==> src/hw/rtl/mtdr_pkg.sv <==
package mtdr_pkg;

    // Build constants
    localparam int TAP_COUNT    = 4;
    localparam int BUFFER_DEPTH = 32768;
    localparam int UNITY_GAIN   = 4096;

    // Fixed register file layout: four delay registers, then four gain registers.
    localparam int MAX_TAPS  = 4;
    localparam int REG_COUNT = 8;

    localparam int SAMPLE_W = 16;
    localparam int DELAY_W  = 15;
    localparam int GAIN_W   = 16;
    localparam int OUT_W    = 32;
    localparam int CFG_W    = 16;

    localparam int ADDR_W     = $clog2(BUFFER_DEPTH);
    localparam int TAP_W      = (MAX_TAPS > 1) ? $clog2(MAX_TAPS) : 1;
    localparam int IDX_W      = $clog2(REG_COUNT);
    localparam int UNITY_SHIFT = $clog2(UNITY_GAIN);

    // Product of an unsigned gain and a signed sample, and the running sum.
    localparam int PROD_W = GAIN_W + SAMPLE_W + 1;
    localparam int ACC_W  = PROD_W + $clog2(MAX_TAPS) + 1;

    localparam logic [IDX_W-1:0] CFG_DELAY_BASE = IDX_W'(0);
    localparam logic [IDX_W-1:0] CFG_GAIN_BASE  = IDX_W'(MAX_TAPS);

    localparam logic [DELAY_W-1:0] DELAY_RESET [MAX_TAPS] = '{
        DELAY_W'(2400), DELAY_W'(7200), DELAY_W'(12000), DELAY_W'(16800)
    };
    localparam logic [GAIN_W-1:0] GAIN_RESET [MAX_TAPS] = '{
        GAIN_W'(2053), GAIN_W'(1028), GAIN_W'(515), GAIN_W'(258)
    };

    typedef enum logic [1:0] {
        S_IDLE,
        S_READ,
        S_WAIT,
        S_DONE
    } t_state;

    typedef struct packed {
        logic clear;
        logic en;
    } t_mac_ctl;

    typedef struct packed {
        logic                    busy;
        logic signed [OUT_W-1:0] result;
    } t_mac_sts;

endpackage

==> src/hw/rtl/mtdr_mac.sv <==
module mtdr_mac (
    input  logic                                 i_clk,
    input  logic                                 i_rst_n,
    input  mtdr_pkg::t_mac_ctl                   i_ctl,
    input  logic        [mtdr_pkg::GAIN_W-1:0]   i_gain,
    input  logic signed [mtdr_pkg::SAMPLE_W-1:0] i_sample,
    output mtdr_pkg::t_mac_sts                   o_sts
);
    import mtdr_pkg::*;

    localparam logic signed [PROD_W-1:0] BIAS = PROD_W'(UNITY_GAIN - 1);

    logic signed [PROD_W-1:0] r_prod;
    logic signed [PROD_W-1:0] r_term;
    logic signed [ACC_W-1:0]  r_acc;
    logic                     r_v1;
    logic                     r_v2;
    logic signed [PROD_W-1:0] w_biased;
    logic                     w_in_range;

    // Division by the unity scale truncates toward zero: negative products
    // are biased up by one less than the scale before the arithmetic shift.
    assign w_biased = r_prod[PROD_W-1] ? (r_prod + BIAS) : r_prod;

    always_ff @(posedge i_clk) begin
        if (!i_rst_n) begin
            r_v1 <= 1'b0;
            r_v2 <= 1'b0;
        end else begin
            r_v1 <= i_ctl.en;
            r_v2 <= r_v1;
        end
    end

    always_ff @(posedge i_clk) begin
        r_prod <= PROD_W'($signed({1'b0, i_gain})) * PROD_W'(i_sample);
        r_term <= w_biased >>> UNITY_SHIFT;
        if (i_ctl.clear) begin
            r_acc <= '0;
        end else if (r_v2) begin
            r_acc <= r_acc + ACC_W'(r_term);
        end
    end

    assign w_in_range = (r_acc[ACC_W-1:OUT_W-1] == '0) || (r_acc[ACC_W-1:OUT_W-1] == '1);

    always_comb begin
        o_sts.busy = r_v1 || r_v2;
        if (w_in_range) begin
            o_sts.result = r_acc[OUT_W-1:0];
        end else if (r_acc[ACC_W-1]) begin
            o_sts.result = {1'b1, {(OUT_W-1){1'b0}}};
        end else begin
            o_sts.result = {1'b0, {(OUT_W-1){1'b1}}};
        end
    end

endmodule

==> config.mk <==
export PLATFORM = sky130hd
export DESIGN_NAME = mtdr_mac
export DESIGN_NICKNAME = d
export VERILOG_FILES = /design/src/hw/rtl/mtdr_pkg.sv /design/src/hw/rtl/mtdr_mac.sv
export SDC_FILE = /design/constraint.sdc
export NUM_CORES = 1
export LEC_CHECK = 0
export BUFFER_PORTS_ARGS = -buffer_cell sky130_fd_sc_hd__buf_2
export CAP_MARGIN = 15
export CORE_ASPECT_RATIO = 1.1
export CORE_MARGIN = 2
export CORE_UTILIZATION = 40
export CTS_CLUSTER_DIAMETER = 80
export DETAILED_ROUTE_END_ITERATION = 8
export MAX_ROUTING_LAYER = met4
export SETUP_SLACK_MARGIN = 0.15
export SYNTH_ARGS = -nofsm -noshare
export SYNTH_HDL_FRONTEND = slang
export SYNTH_SLANG_ARGS = --single-unit
==> constraint.sdc <==
create_clock -name i_clk -period 8.5 [get_ports i_clk]
set_input_delay 2.125 -clock i_clk [delete_from_list [all_inputs] [get_ports i_clk]]
set_output_delay 2.125 -clock i_clk [all_outputs]
set_load 0.01 [all_outputs]
### After elaboration in Yosys (flattened, before gate mapping)

Cells that the tools add are included.

* bits of input ports: 36
* flip-flop bits (word level): 92
* word-level logic and storage cells: 15
* output and inout bits: 33

* $add $sub $neg: 2
* reduce and logical (&&, ||, !) cells: 3
* multipliers: 1
* equal/unequal tests: 1
* multiplexer cells: 3

Operator list (count)
* 32-bit 2-to-1 mux: 2
* 36-bit by 21-bit adder with 36-bit output: 1
* 33-bit by 13-bit adder with 33-bit output (second input constant): 1
* 17-bit by 16-bit multiplier with 33-bit output: 1
* 33-bit 2-to-1 mux: 1
* 5-bit == test (second input constant): 1
* 5-bit logical NOT: 1
* 1-bit logical OR: 2

### Logic depth before layout (Yosys ltp)

* word-level depth: 3
* gate-level depth with buffers: 24

### Least setup slack after synthesis

No wires, ideal clock.

* path kind: input -> register
* start point: in i_sample[7] in the netlist's numbering
* end point: reg r_prod[32]
* setup slack: 0.973 ns
* arrival time: 7.455 ns
* cell stages on the path: 22
* library setup time: 0.072 ns
* path through: clkbuf_1 > nand2_1 > fa_1 > fa_1 > inv_1 > fa_1 > fa_1 > fa_1 > inv_1 > fa_1 > inv_1 > ha_1 > clkbuf_1 > and4_1 > a41o_1 > a21oi_1 > nor2_1 > a31oi_1 > nand2_1 > a221o_1 > a21oi_1 > xnor2_1

* cells in the longest elaborated chain, start to end: 1

RTL lines
* start: declaration: RTL line mtdr_mac.sv:6 `input logic signed [mtdr_pkg::SAMPLE_W-1:0] i_sample,`
* 17-bit by 16-bit multiplier with 33-bit output: RTL line mtdr_mac.sv:36 `r_prod <= PROD_W'($signed({1'b0, i_gain})) * PROD_W'(i_sample);`
* end signal: assignment: RTL line mtdr_mac.sv:36
* end: declaration: RTL line mtdr_mac.sv:13 `logic signed [PROD_W-1:0] r_prod;`

Every way passes these cells.
A chain may end at the register's enable or synchronous reset.

### Worst setup path in the final report

* start point: in i_gain[10] in the netlist's numbering
* end point: reg r_prod[30]

* cells in the longest elaborated chain, start to end: 1

RTL lines
* start: declaration: RTL line mtdr_mac.sv:5 `input logic [mtdr_pkg::GAIN_W-1:0] i_gain,`
* 17-bit by 16-bit multiplier with 33-bit output: RTL line mtdr_mac.sv:36

Every way passes these cells.

==> results_tabular.tex <==
\begin{tabular}{lr}
\hline
Metric & Value \\
\hline
\multicolumn{2}{l}{\textbf{Clock tree}} \\
CTS tree & built \\
Clock sink total & 92 \\
Clock slew seen by the registers of the worst setup and hold paths & roughly 60 ps \\
Latest clock arrival within the worst-skew pair & $\sim$340 ps \\
\# H-tree levels & 3 \\
Max Buffers Root-to-Sink & 2 \\
Root Buffer Master & clkbuf\_16 \\
CTS Hold Buffers Added & 0 \\
Number of CTS-inserted buffers & 9 \\
\# resized after CTS & 0 \\
Number of setup buffers added after CTS & 0 \\
\multicolumn{2}{l}{\textbf{Power and ir drop}} \\
Internal Pwr Total & just over 0.003 W \\
Pwr dens & approximately 430 nW/um\^{}2 \\
Net switching share of the total power & a little over 50\% \\
Relative contribution of the clock network to total power & 7.2\% \\
Relative contribution of combinational cells to total power & 81.4\% \\
Static power due to leakage & approximately 7.7 nW \\
Net switching power & 0.003317 W \\
Share of total power in sequential cells & a little under an eighth \\
Maximum vdd drop & approximately 0.42 mV \\
\multicolumn{2}{l}{\textbf{Floorplan}} \\
Horizontal extent of the die & roughly 180 um \\
Row count & just over 70 \\
Die Footprint & 36380 um\^{}2 \\
IO Count & 69 \\
Starting utilization of the core area & 40.67\% \\
Y dimension of the die & approximately 200 um \\
Placeable core area & $\sim$34000 um\^{}2 \\
\multicolumn{2}{l}{\textbf{STA}} \\
Pin slew with the least headroom to its limit & between 900 and 1000 ps \\
Post-route clock skew & 8.389 ps \\
Max-Slew Margin vs Limit & between 30\% and 40\% \\
Min Clock Period, post-route & between 7000 and 8000 ps \\
Number of failing setup endpoints in the final timing report & 0 \\
Final hold violations & 0 \\
Minimum setup slack in the final design & between 800 and 900 ps \\
Slew Limit Fails & 0 \\
Final sum of negative setup slack & 0 ps \\
Tightest hold margin & between 400 and 500 ps \\
Final period utilization & about nine tenths \\
Max Fclk & around 130 MHz \\
Unrepaired setup endpoints after global routing & no \\
\multicolumn{2}{l}{\textbf{Drt}} \\
Starting DRC count in detailed routing & around 520 \\
Via Count & about 11000 \\
Drt via density & slightly above 5 \\
Total met3 wirelength after detailed routing & about 1000 um \\
Final wirelength & 31780 um \\
Wire length per cell after detailed routing & around 15 um \\
Met1 Wirelength & approximately 15000 um \\
Uppermost metal layer occupied by signal nets & met4 \\
Met2 layer wire length in the routed design & about 15000 um \\
Post-DRT Antenna Nets & 0 \\
Number of iterations in the first detailed-routing pass & 5 \\
Final routed DRC violation total & 0 \\
\multicolumn{2}{l}{\textbf{Layout}} \\
Summed area of non-filler cells in the final layout & about 15000 um\^{}2 \\
\# nets final & 2007 \\
Diode insertion count for antenna repair & 0 \\
Fraction of final layout cells with drive strength greater than 1 & about 7.0\% \\
Post-route insts no fill & around 2100 \\
Layout-stage area growth over the synthesis result & 7.123\% \\
\multicolumn{2}{l}{\textbf{Logic synthesis}} \\
Adder-cell area share of the yosys netlist & $\sim$42\% \\
Number of library cell types mapped by synthesis & 67 \\
Synthesized-area fraction occupied by and/or/nand/nor cells & around 17\% \\
Compound-cell area share of the yosys netlist & between 10\% and 20\% \\
XOR/XNOR share of the synthesized area & approximately 4.5\% \\
Post-synth top flop & dfxtp\_1 \\
Number of synthesized register bits & 92 \\
Avg Inst Size Synth & a little under 9 um\^{}2 \\
Sequential fraction of the synthesis area & roughly an eighth \\
Multiplexer share of the synthesized area & about 1.7\% \\
Dominant combinational cell family by area after synthesis & adder cells \\
Net count after synthesis & $\sim$2000 \\
Post-synth ARST share & 0\% \\
Combined area of all synthesized cells & between 10000 and 15000 um\^{}2 \\
Share of the synthesized area in the top cell type & between 20 and 30\% \\
Top cells by area, synth & fa\_1 (28\%), ha\_1 (14\%), dfxtp\_1 (13\%) \\
Number of warnings reported in the yosys synthesis log & 0 \\
Cell taking the most area after synthesis & fa\_1 \\
Number of standard cells after synthesis & $\sim$1600 \\
Number of enable-type register cells in the synthesized netlist & 0 \\
List of most frequent post-synthesis cells & inv\_1 (258), fa\_1 (195), nand2\_1 (172) \\
Most common cell in the synthesized netlist & inv\_1 \\
\multicolumn{2}{l}{\textbf{Worst setup path}} \\
CP arrival & a little under 8000 ps \\
Critical-path maximum fanout & 16 \\
Kind of critical path & in2reg \\
Required time at the endpoint of the critical path & approximately 9000 ps \\
Kind of end point of the critical path & flop \\
Kind of start point of the critical path & primary input \\
\multicolumn{2}{l}{\textbf{Placed design}} \\
Pre-CTS setup slack & 509.9 ps \\
Weighted congestion reported at the end of routability-driven placement & between 0.8 and 0.9 \\
Detail Placement HPWL & roughly 26000 um \\
Total placed instance area & about 15000 um\^{}2 \\
Port bufs & 68 \\
\# placed instances & 2045 \\
\multicolumn{2}{l}{\textbf{Global routing}} \\
Global-route congestion overflow total & 0 \\
Initial antenna violation count & 0 \\
Global-route wire length before repair & approximately 55000 um \\
Maximum number of pins on one net before global-route repair & 38 \\
Vias in the first global route & about 11000 \\
Global Route Usage Sum & 18.91\% \\
\multicolumn{2}{l}{\textbf{Run status}} \\
Run status & finished clean \\
\multicolumn{2}{l}{\textbf{Job}} \\
Max-cap check violation count & 0 \\
\multicolumn{2}{l}{\textbf{Worst hold path}} \\
Type of the worst min-delay path & reg2reg \\
\hline
\end{tabular}
registers in the layout, indices dropped and copies added, names as in the netlist:
signal,count
r_v2,1
r_acc,36
r_v1,1
r_prod,33
r_term,21
final cells by class:
cell class	instances	area (um^2)
sequential	92	1843
clock buffer	9	225.2
tap	438	548.0
multi-input combinational	1186	10860
fill	3449	19350
clock inverter	7	122.6
inverter	259	972.2
timing repair buffer	71	370.4
routing by layer:
layer  up-vias  GRT usage [%]
met5         -              -
met4         0          4.659
met3        34          1.705
met2       185          31.89
met1      5136          24.75
li1       5171              -
power groups by stage:
stage | clock [W] | sequential (W) | combinational, W
2_1_floorplan | 0 | 0.000713 | 0.00410
3_3_place_gp | 0 | 0.000743 | 0.00510
3_5_place_dp | 0 | 0.000745 | 0.00521
4_1_cts | 0.000474 | 0.000737 | 0.00525
5_1_grt | 0.000491 | 0.000755 | 0.00598
6_report | 0.000462 | 0.000736 | 0.00523
placed cells by master, fill, tap and decap left out, types with 6 or more instances in the layout:
cell type,netlist,routed
nand2_1,172,172
nor3_1,16,16
xnor2_1,42,42
and3_1,9,9
o21a_1,13,13
and2_1,120,120
inv_1,258,258
fa_1,195,195
nand3_1,19,19
o21bai_1,6,6
nand4_1,13,13
o21ai_1,21,20
buf_2,2,68
mux2i_1,20,20
nand2b_1,15,15
nor2_1,81,80
o21ai_0,16,16
a21o_1,62,62
a31oi_1,11,11
clkbuf_16,0,9
xor2_1,29,29
ha_1,157,157
dfxtp_1,92,91
a21oi_1,66,66
o211ai_1,6,6
nor2b_1,16,16
a211oi_1,8,8
critical path, cell delays in order:
cell	delay [ps]
buf_2	270
nand2_1	140
fa_1	520
fa_1	580
fa_1	450
fa_1	540
inv_1	50
fa_1	500
inv_1	50
fa_1	480
inv_1	40
ha_1	350
a21o_1	190
a21o_1	170
a21oi_1	130
o31ai_1	140
o211ai_1	370
nand2_1	190
a211o_1	300
a21oi_1	170
xnor2_1	140
logic make-up after synthesis:
family / Yosys count
fa+ha+maj: 352
xor+xnor: 71
simple gates: 486
buf+inv: 329
mux: 22
compound gates: 255
flops: 92
final timing paths:
| path | start | endpoint | slack (ps) | cells past startpoint |
|---|---|---|---|---|
| worst min-delay path | r_prod[16] | r_term[4] | 450 | 1 |
| worst max register to register | r_term[20] | r_acc[35] | 5150 | 10 |
| worst max-delay path | i_gain[10] | r_prod[30] | 860 | 21 |
| worst min register to register | r_prod[16] | r_term[4] | 450 | 1 |
per-stage QoR:
step,total power (W),util (%)
global route,0.007226,43.57
CTS,0.006461,43.53
finish,0.006432,43.57
floorplan,0.004808,-
detailed placement,0.005960,42.51
global placement,0.005846,42.51
Note: power is estimated with default switching activity, not from simulation.
